### src/hdl/rrcs_pkg.sv
// ----------------------------------------------------------------------------
// rrcs_pkg
// Shared widths, action and status codes, and the per-cell control word for
// the random replacement cache set.
// ----------------------------------------------------------------------------
package rrcs_pkg;

	localparam int SET_WAYS  = 8;
	localparam int TAG_W     = 20;
	localparam int ACTION_W  = 3;
	localparam int STATUS_W  = 2;
	localparam int LFSR_W    = 16;
	localparam int CFG_ADDR_W = 3;
	localparam int CFG_DATA_W = 32;
	localparam int WAY_IDX_W = (SET_WAYS > 1) ? $clog2(SET_WAYS) : 1;
	localparam int WAY_CNT_W = $clog2(SET_WAYS + 1);

	localparam logic [LFSR_W-1:0] LFSR_TOGGLE = 16'hB400;
	localparam logic [LFSR_W-1:0] SEED_RESET  = 16'h0001;

	// register index, taken from the word address bit
	localparam logic REG_RANDOM_SEED = 1'b0;

	typedef logic [TAG_W-1:0]    tag_t;
	typedef logic [ACTION_W-1:0] action_t;
	typedef logic [STATUS_W-1:0] status_t;
	typedef logic [LFSR_W-1:0]   lfsr_t;

	localparam action_t ACT_LOOKUP    = 3'd0;
	localparam action_t ACT_INSERT    = 3'd1;
	localparam action_t ACT_EVICT     = 3'd2;
	localparam action_t ACT_SET_DIRTY = 3'd3;
	localparam action_t ACT_CLR_DIRTY = 3'd4;
	localparam action_t ACT_CLEAR     = 3'd5;

	localparam status_t ST_DONE        = 2'd0;
	localparam status_t ST_PRESENT     = 2'd1;
	localparam status_t ST_NOT_FULL    = 2'd2;
	localparam status_t ST_FULL        = 2'd3;

	// control word for one way cell
	typedef struct packed {
		logic shift;    // take the upper neighbor's entry
		logic load;     // write the incoming tag as a clean entry
		logic mark;     // write the dirty mark
		logic mark_val; // value of the dirty mark
	} cell_ctl_t;

endpackage

### src/hdl/rrcs_if.sv
// ----------------------------------------------------------------------------
// rrcs_req_if / rrcs_rsp_if
// Valid/ready channels carrying request words and result words.
// ----------------------------------------------------------------------------
interface rrcs_req_if;
	logic             valid;
	logic             ready;
	rrcs_pkg::action_t action;
	rrcs_pkg::tag_t    tag;

	modport source (output valid, output action, output tag, input ready);
	modport sink   (input valid, input action, input tag, output ready);
endinterface

interface rrcs_rsp_if;
	logic              valid;
	logic              ready;
	logic              hit;
	rrcs_pkg::status_t status;
	logic              victim_valid;
	rrcs_pkg::tag_t    victim_tag;
	logic              victim_dirty;

	modport source (output valid, output hit, output status, output victim_valid,
		output victim_tag, output victim_dirty, input ready);
	modport sink   (input valid, input hit, input status, input victim_valid,
		input victim_tag, input victim_dirty, output ready);
endinterface

### src/hdl/rrcs_cell.sv
// ----------------------------------------------------------------------------
// rrcs_cell
// One way of the set: holds a tag and dirty mark, compares against the
// request tag, and can take its upper neighbor's entry on an eviction.
// ----------------------------------------------------------------------------
module rrcs_cell (
	input  logic                clk,
	input  rrcs_pkg::cell_ctl_t ctl,
	input  rrcs_pkg::tag_t      key,
	input  rrcs_pkg::tag_t      nbr_tag,
	input  logic                nbr_dirty,
	output rrcs_pkg::tag_t      tag,
	output logic                dirty,
	output logic                match
);

	rrcs_pkg::tag_t tag_q;
	logic           dirty_q;

	// shift down, load a new entry, or update the mark
	always_ff @(posedge clk) begin
		priority if (ctl.shift) begin
			tag_q   <= nbr_tag;
			dirty_q <= nbr_dirty;
		end else if (ctl.load) begin
			tag_q   <= key;
			dirty_q <= 1'b0;
		end else if (ctl.mark) begin
			dirty_q <= ctl.mark_val;
		end
	end

	assign tag   = tag_q;
	assign dirty = dirty_q;
	assign match = (tag_q == key);

endmodule

### src/hdl/rrcs_lfsr.sv
// ----------------------------------------------------------------------------
// rrcs_lfsr
// 16-bit Galois LFSR (x^16+x^14+x^13+x^11+1) choosing the eviction victim.
// ----------------------------------------------------------------------------
module rrcs_lfsr (
	input  logic            clk,
	input  logic            arst_n,
	input  logic            load,
	input  rrcs_pkg::lfsr_t seed,
	input  logic            step,
	output rrcs_pkg::lfsr_t state
);

	rrcs_pkg::lfsr_t lfsr_q;
	rrcs_pkg::lfsr_t stepped;

	// shift right, toggle taps when the low bit falls out
	always_comb begin
		stepped = lfsr_q >> 1;
		if (lfsr_q[0]) begin
			stepped = stepped ^ rrcs_pkg::LFSR_TOGGLE;
		end
	end

	// a zero seed would lock up: load one instead
	always_ff @(posedge clk or negedge arst_n) begin
		if (!arst_n) begin
			lfsr_q <= rrcs_pkg::SEED_RESET;
		end else if (load) begin
			lfsr_q <= (seed == '0) ? rrcs_pkg::lfsr_t'(1) : seed;
		end else if (step) begin
			lfsr_q <= stepped;
		end
	end

	assign state = lfsr_q;

endmodule

### src/hdl/random_replacement_cache_set.sv
// The result word is registered and appears in the cycle after acceptance.
// Throughput: one word per cycle unless rsp stalls; the way cells compare
// in parallel and update at the same edge, so the next word sees the new set.
// Reset: occupancy clears to empty, the seed register and the LFSR load 1.
// Tag and dirty storage is not reset; ways above the occupancy are unused.
// ----------------------------------------------------------------------------
// random_replacement_cache_set
// Associative cache set with insertion-ordered ways, dirty marks and
// LFSR-driven random eviction, built as a chain of way cells.
// ----------------------------------------------------------------------------
module random_replacement_cache_set (
	input  logic                              clk,
	input  logic                              arst_n,
	rrcs_req_if.sink                          req,
	rrcs_rsp_if.source                        rsp,
	input  logic                              psel,
	input  logic                              penable,
	input  logic                              pwrite,
	input  logic [rrcs_pkg::CFG_ADDR_W-1:0]   paddr,
	input  logic [rrcs_pkg::CFG_DATA_W-1:0]   pwdata,
	output logic [rrcs_pkg::CFG_DATA_W-1:0]   prdata,
	output logic                              pready
);

	localparam int W = rrcs_pkg::SET_WAYS;

	rrcs_pkg::lfsr_t seed_q;
	rrcs_pkg::lfsr_t lfsr;
	logic            seed_wr;

	logic [rrcs_pkg::WAY_CNT_W-1:0] occ_q;
	logic [rrcs_pkg::WAY_CNT_W-1:0] occ_d;

	rrcs_pkg::tag_t      cell_tag   [W];
	logic                cell_dirty [W];
	logic [W-1:0]        cell_match;
	rrcs_pkg::cell_ctl_t cell_ctl   [W];

	logic [W-1:0]                   hit_vec;
	logic [W-1:0]                   first_hit;
	logic                           found;
	logic                           any_hit;
	logic                           full;
	logic [rrcs_pkg::WAY_IDX_W-1:0] vidx;
	logic                           accept;
	logic                           lfsr_step;

	logic              hit_d;
	rrcs_pkg::status_t status_d;
	logic              vvalid_d;
	rrcs_pkg::tag_t    vtag_d;
	logic              vdirty_d;

	logic              out_valid_q;
	logic              hit_q;
	rrcs_pkg::status_t status_q;
	logic              vvalid_q;
	rrcs_pkg::tag_t    vtag_q;
	logic              vdirty_q;

	// configuration port
	assign pready  = 1'b1;
	assign seed_wr = psel & penable & pwrite & (paddr[2] == rrcs_pkg::REG_RANDOM_SEED);
	assign prdata  = (paddr[2] == rrcs_pkg::REG_RANDOM_SEED)
		? rrcs_pkg::CFG_DATA_W'(seed_q) : '0;

	always_ff @(posedge clk or negedge arst_n) begin
		if (!arst_n) begin
			seed_q <= rrcs_pkg::SEED_RESET;
		end else if (seed_wr) begin
			seed_q <= pwdata[rrcs_pkg::LFSR_W-1:0];
		end
	end

	rrcs_lfsr u_lfsr (
		.clk    (clk),
		.arst_n (arst_n),
		.load   (seed_wr),
		.seed   (pwdata[rrcs_pkg::LFSR_W-1:0]),
		.step   (lfsr_step),
		.state  (lfsr)
	);

	// chain of way cells; the top way has no upper neighbor
	for (genvar g = 0; g < W; g++) begin : g_way
		rrcs_pkg::tag_t nbr_tag;
		logic           nbr_dirty;
		if (g < W - 1) begin : g_mid
			assign nbr_tag   = cell_tag[g+1];
			assign nbr_dirty = cell_dirty[g+1];
		end else begin : g_top
			assign nbr_tag   = cell_tag[g];
			assign nbr_dirty = cell_dirty[g];
		end
		rrcs_cell u_cell (
			.clk       (clk),
			.ctl       (cell_ctl[g]),
			.key       (req.tag),
			.nbr_tag   (nbr_tag),
			.nbr_dirty (nbr_dirty),
			.tag       (cell_tag[g]),
			.dirty     (cell_dirty[g]),
			.match     (cell_match[g])
		);
	end

	// qualify matches with occupancy and keep the lowest one
	always_comb begin
		found = 1'b0;
		for (int i = 0; i < W; i++) begin
			hit_vec[i]   = cell_match[i] & (rrcs_pkg::WAY_CNT_W'(i) < occ_q);
			first_hit[i] = hit_vec[i] & ~found;
			found        = found | hit_vec[i];
		end
	end

	assign any_hit = |hit_vec;
	assign full    = (occ_q == rrcs_pkg::WAY_CNT_W'(W));
	assign vidx    = rrcs_pkg::WAY_IDX_W'(lfsr % W);
	assign accept  = req.valid & req.ready;
	assign req.ready = ~out_valid_q | rsp.ready;

	// decode the action into cell controls and a result word
	always_comb begin
		occ_d     = occ_q;
		lfsr_step = 1'b0;
		hit_d     = 1'b0;
		status_d  = rrcs_pkg::ST_DONE;
		vvalid_d  = 1'b0;
		vtag_d    = '0;
		vdirty_d  = 1'b0;
		for (int i = 0; i < W; i++) begin
			cell_ctl[i] = '0;
		end
		unique case (req.action)
			rrcs_pkg::ACT_LOOKUP: begin
				hit_d = any_hit;
			end
			rrcs_pkg::ACT_INSERT: begin
				hit_d = any_hit;
				priority if (any_hit) begin
					status_d = rrcs_pkg::ST_PRESENT;
				end else if (full) begin
					status_d = rrcs_pkg::ST_FULL;
				end else begin
					occ_d = occ_q + 1'b1;
					for (int i = 0; i < W; i++) begin
						cell_ctl[i].load = accept & (rrcs_pkg::WAY_CNT_W'(i) == occ_q);
					end
				end
			end
			rrcs_pkg::ACT_EVICT: begin
				if (full) begin
					vvalid_d  = 1'b1;
					vtag_d    = cell_tag[vidx];
					vdirty_d  = cell_dirty[vidx];
					occ_d     = rrcs_pkg::WAY_CNT_W'(W - 1);
					lfsr_step = accept;
					for (int i = 0; i < W - 1; i++) begin
						cell_ctl[i].shift = accept
							& (rrcs_pkg::WAY_IDX_W'(i) >= vidx);
					end
				end else begin
					status_d = rrcs_pkg::ST_NOT_FULL;
				end
			end
			rrcs_pkg::ACT_SET_DIRTY, rrcs_pkg::ACT_CLR_DIRTY: begin
				hit_d = any_hit;
				for (int i = 0; i < W; i++) begin
					cell_ctl[i].mark     = accept & first_hit[i];
					cell_ctl[i].mark_val = (req.action == rrcs_pkg::ACT_SET_DIRTY);
				end
			end
			rrcs_pkg::ACT_CLEAR: begin
				occ_d = '0;
			end
			default: begin
			end
		endcase
	end

	// hold occupancy
	always_ff @(posedge clk or negedge arst_n) begin
		if (!arst_n) begin
			occ_q <= '0;
		end else if (accept) begin
			occ_q <= occ_d;
		end
	end

	// output word register
	always_ff @(posedge clk or negedge arst_n) begin
		if (!arst_n) begin
			out_valid_q <= 1'b0;
		end else if (accept) begin
			out_valid_q <= 1'b1;
		end else if (rsp.ready) begin
			out_valid_q <= 1'b0;
		end
	end

	always_ff @(posedge clk) begin
		if (accept) begin
			hit_q    <= hit_d;
			status_q <= status_d;
			vvalid_q <= vvalid_d;
			vtag_q   <= vtag_d;
			vdirty_q <= vdirty_d;
		end
	end

	assign rsp.valid        = out_valid_q;
	assign rsp.hit          = hit_q;
	assign rsp.status       = status_q;
	assign rsp.victim_valid = vvalid_q;
	assign rsp.victim_tag   = vtag_q;
	assign rsp.victim_dirty = vdirty_q;

endmodule
### src/flat_wrapper.sv
// flat-port wrapper written by rule: the top's interface ports become plain ports
module random_replacement_cache_set_flat 
  (clk, arst_n, psel, penable, pwrite, paddr, pwdata, prdata, pready, req_valid, req_action, req_tag, req_ready, rsp_valid, rsp_hit, rsp_status, rsp_victim_valid, rsp_victim_tag, rsp_victim_dirty, rsp_ready);
  rrcs_req_if req_i ();
  rrcs_rsp_if rsp_i ();
  input  logic clk;
  input  logic arst_n;
  input  logic psel;
  input  logic penable;
  input  logic pwrite;
  input  logic [rrcs_pkg::CFG_ADDR_W-1:0] paddr;
  input  logic [rrcs_pkg::CFG_DATA_W-1:0] pwdata;
  output logic [rrcs_pkg::CFG_DATA_W-1:0] prdata;
  output logic pready;
  input wire logic [$bits(req_i.valid)-1:0] req_valid;
  input wire logic [$bits(req_i.action)-1:0] req_action;
  input wire logic [$bits(req_i.tag)-1:0] req_tag;
  output wire logic [$bits(req_i.ready)-1:0] req_ready;
  output wire logic [$bits(rsp_i.valid)-1:0] rsp_valid;
  output wire logic [$bits(rsp_i.hit)-1:0] rsp_hit;
  output wire logic [$bits(rsp_i.status)-1:0] rsp_status;
  output wire logic [$bits(rsp_i.victim_valid)-1:0] rsp_victim_valid;
  output wire logic [$bits(rsp_i.victim_tag)-1:0] rsp_victim_tag;
  output wire logic [$bits(rsp_i.victim_dirty)-1:0] rsp_victim_dirty;
  input wire logic [$bits(rsp_i.ready)-1:0] rsp_ready;
  assign req_i.valid = req_valid;
  assign req_i.action = req_action;
  assign req_i.tag = req_tag;
  assign req_ready = req_i.ready;
  assign rsp_valid = rsp_i.valid;
  assign rsp_hit = rsp_i.hit;
  assign rsp_status = rsp_i.status;
  assign rsp_victim_valid = rsp_i.victim_valid;
  assign rsp_victim_tag = rsp_i.victim_tag;
  assign rsp_victim_dirty = rsp_i.victim_dirty;
  assign rsp_i.ready = rsp_ready;
  random_replacement_cache_set u_core (.clk(clk), .arst_n(arst_n), .req(req_i), .rsp(rsp_i), .psel(psel), .penable(penable), .pwrite(pwrite), .paddr(paddr), .pwdata(pwdata), .prdata(prdata), .pready(pready));
endmodule
### config.mk
export PLATFORM = sky130hd
export DESIGN_NAME = random_replacement_cache_set_flat
export DESIGN_NICKNAME = d
export VERILOG_FILES = /design/src/hdl/rrcs_pkg.sv /design/src/hdl/rrcs_if.sv /design/src/hdl/rrcs_cell.sv /design/src/hdl/rrcs_lfsr.sv /design/src/hdl/random_replacement_cache_set.sv /design/src/flat_wrapper.sv
export SDC_FILE = /design/constraint.sdc
export NUM_CORES = 1
export LEC_CHECK = 0
export BUFFER_PORTS_ARGS = -buffer_cell sky130_fd_sc_hd__buf_4
export CAP_MARGIN = 10
export CORE_ASPECT_RATIO = 0.8
export CORE_MARGIN = 2
export CORE_UTILIZATION = 54
export DETAILED_ROUTE_END_ITERATION = 10
export GPL_TIMING_DRIVEN = 0
export PLACE_DENSITY = 0.77
export SYNTH_ARGS = -nofsm -noshare
export SYNTH_HDL_FRONTEND = slang
export SYNTH_SLANG_ARGS = --single-unit
### constraint.sdc
create_clock -name clk -period 3.5 [get_ports clk]
set_input_delay 0.35 -clock clk [delete_from_list [all_inputs] [get_ports clk]]
set_output_delay 0.35 -clock clk [all_outputs]
set_load 0.03 [all_outputs]
==> flow_metrics.env <==
export IMPL_finalMaxSlewViolations=0
export IMPL_dieArea_um2=25600
export IMPL_synth_cells=1002
export IMPL_power_internal_uw=5560
export IMPL_use_met1=0.403
export IMPL_die_w_um=178
export IMPL_diodes=0
export IMPL_drive_gt1_frac=0.362
export IMPL_synth_top_family_by_area="multiplexers"
export IMPL_synth_common_cells="192 x edfxtp_1, 135 x mux2_2, 85 x xor2_1, 79 x nand2_1, 78 x xnor2_1"
export IMPL_drt_pass1_iter_count=8
export IMPL_pwr_share_comb=0.241
export IMPL_fp_dieH_um=143
export IMPL_skew_ps=11.5
export IMPL_ant_nets=0
export IMPL_max_cap_violations=0
export IMPL_grtUsageTotal=0.303
export IMPL_grt_busiest_layer="met2"
export IMPL_synth_cell_types=62
export IMPL_start_util=0.555
export IMPL_synth_xor_area_frac=0.109
export IMPL_syn_area_per_cell_um2=13.1
export IMPL_postLayoutCellArea_um2=15500
export IMPL_synth_top_cell_area_share=0.439
export IMPL_swShare=0.295
export IMPL_worstSkewPairLatency_ps=530
export IMPL_viasPerCell=6.24
export IMPL_dp_hpwl_um=27000
export IMPL_antenna_found_initial=0
export IMPL_synth_edf_count=192
export IMPL_io_buffer_count=87
export IMPL_power_share_sequential=0.414
export IMPL_power_switching_uw=2330
export IMPL_yosysTopAreaCell="edfxtp_1"
export IMPL_syn_area_um2=13100
export IMPL_slew_headroom=0.236
export IMPL_fp_row_count=50
export IMPL_synth_flop_cell="edfxtp_1"
export IMPL_grt_max_degree=38
export IMPL_ctsLongestPathBuffers=3
export IMPL_wl_per_cell_um=26.0
export IMPL_critPathKind="reg2reg"
export IMPL_ys_seq_area_frac=0.512
export IMPL_area_growth_pct=18.4
export IMPL_nets=1221
export IMPL_synthMuxAreaShare=0.218
export IMPL_detail_route_drc_violations=0
export IMPL_final_cells=1483
export IMPL_finalWirelength_um=38600
export IMPL_root_buffer="clkbuf_16"
export IMPL_place_ws_ps=-743
export IMPL_clock_sinks=230
export IMPL_grtUsageMet3=0.0899
export IMPL_grt_use_met2=0.470
export IMPL_synth_compound_area_frac=0.0307
export IMPL_outcome="finished, final reports clean"
export IMPL_power_density_nw_per_um2=508
export IMPL_coreArea_um2=23600
export IMPL_initialDrtViolationCount=1251
export IMPL_cp_end_kind="flop"
export IMPL_yosysWarnings=0
export IMPL_grt_pass1_vias=8902
export IMPL_place_congestion=1.01
export IMPL_synth_simple_area_share=0.0860
export IMPL_synth_seq_cells=230
export IMPL_grt_pass1_wl_um=55900
export IMPL_io_pins=125
export IMPL_required_ps=3730
export IMPL_power_frac_clock=0.346
export IMPL_path_max_fanout=10
export IMPL_nFillCells=1751
export IMPL_vias=9248
export IMPL_async_reset_ff_frac=0.161
export IMPL_critPathArrivalTime_ps=3650
export IMPL_hp_class="in2reg"
export IMPL_worst_ir_drop_vdd_uv=317
export IMPL_cts_buffers=25
export IMPL_timing_final_crit_period_ps=3420
export IMPL_p_leak_uw=0.00576
export IMPL_tightest_slew_ps=1150
export IMPL_synthAdderAreaFrac=0.00286
export IMPL_whs_ps=2.41
export IMPL_synth_most_common_cell="edfxtp_1"
export IMPL_netlist_top_cells_area="edfxtp_1 44%, mux2_2 12%, mux4_2 7.2%"
export IMPL_grt_overflow=0
export IMPL_htreeDepth=1
export IMPL_max_freq_mhz=292
export IMPL_clk_pin_slew_ps=60
export IMPL_setup_ws_ps=80.4
export IMPL_period_share=0.977
export IMPL_finalHoldViolations=0
export IMPL_setup_viol=0
export IMPL_placedCellCount=1420
export IMPL_placed_area_um2=14300
export IMPL_cts_tree="yes"
export IMPL_cp_start_kind="flop"
-- path summary, 6_finish.rpt --
kind                       slack (ps)        startpoint  depth (start not counted)                       endpoint
max                                80   u_core.occ_q[0]                         12  u_core.g_way[5].u_cell.tag[2]
min                                 2        req_tag[6]                          1  u_core.g_way[7].u_cell.tag[6]
max reg2reg                        80   u_core.occ_q[0]                         12  u_core.g_way[5].u_cell.tag[2]
min reg2reg                       470  u_core.seed_q[0]                          2               u_core.seed_q[0]
max in group asynchronous        2830            arst_n                          2               u_core.seed_q[0]
min in group asynchronous         320            arst_n                          2         u_core.u_lfsr.state[8]
-- power groups by stage --
stage               Sequential, uW  Combinational [uW]  Clock [uW]
CTS                           3260                1850        2730
detailed placement            3310                1790           0
floorplan                     3320                1220           0
global route                  3280                2000        2830
finish                        3260                1900        2730
global placement              3300                1740           0
-- placed cells by master, fill, tap and decap left out, types with 4 or more instances in the layout --
cell type and n:
inv_1 6, buf_2 47, xor2_1 85, buf_4 113, clkbuf_16 27, nor3_1 6
dfrtp_1 35, nor4_2 4, nand2_1 77, clkbuf_1 19, mux2i_1 34, mux2_1 5
nor2b_1 22, edfxtp_1 192, nor2_1 32, dlygate4sd3_1 9, buf_1 7, nor4_1 21
o21ai_0 21, nand2b_1 5, mux4_2 42, clkinv_2 7, xnor2_1 77, nand3_1 5
a21oi_1 7, nand4_1 22, conb_1 17, mux2_2 135
-- stage by stage --
stage | utilization | total power [uW] | TNS, ps
2_1_floorplan | - | 4530 | 0
3_3_place_gp | 0.601 | 5050 | -201190
3_5_place_dp | 0.606 | 5100 | -75370
4_1_cts | 0.654 | 7840 | -256
5_1_grt | 0.657 | 8120 | -15.0
6_report | 0.657 | 7890 | 0
-- kinds of logic after synthesis --
family                     after synthesis
adders and majority gates                3
xor gates and xnor gates               163
and+or+nand+nor                        222
buffers and inverters                  107
DFF                                    230
muxes                                  216
other                                    2
AOI/OAI and AO/OA                       59
-- cell type report --
cell class	count	area (um2)	share of cell area
Sequential cell	230	6710	0.432
Clock buffer	32	724	0.0466
Inverter	9	37.5	0.00242
Clock inverter	13	114	0.00733
Tap cell	312	390	0.0251
Buffer	98	531	0.0341
Timing Repair inverter	1	7.51	0.000483
Multi-Input combinational cell	681	6100	0.393
Timing Repair Buffer	107	918	0.0591
-- what timing repair did --
action,in CTS,in global routing
pin swaps,3,0
endpoints found under the setup margin,197,204
hold buffers,9,0
gates cloned,2,0
resized for setup,27,19
buffers inserted,7,0
endpoints found under the hold margin,43,0
-- flip-flops by register name, summed over array words and instances (netlist names) --
register / flops
u_core.rsp.victim_dirty: 1
u_core.g_way.u_cell.dirty: 8
u_core.rsp.hit: 1
u_core.rsp.status: 2
u_core.rsp.victim_tag: 20
u_core.rsp.victim_valid: 1
u_core.g_way.u_cell.tag: 160
u_core.seed_q: 16
u_core.occ_q: 4
u_core.rsp.valid: 1
u_core.u_lfsr.state: 16
-- critical path: stages, from the launching register on --
cell,delay [ps]
dfrtp_1,460
inv_1,170
ha_2,290
inv_1,180
o21ai_1,240
nor4_1,90
nand4_1,180
nand4_1,140
nor4_2,430
buf_4,270
nand2_2,190
o21ai_4,260
buf_8,200
-- layer usage --
layer,vias up,wire [um]
li1,3969,-
met1,4580,14600
met2,565,17500
met3,134,4820
met4,0,1690
met5,-,0
Note: power is estimated with default switching activity, not from simulation.
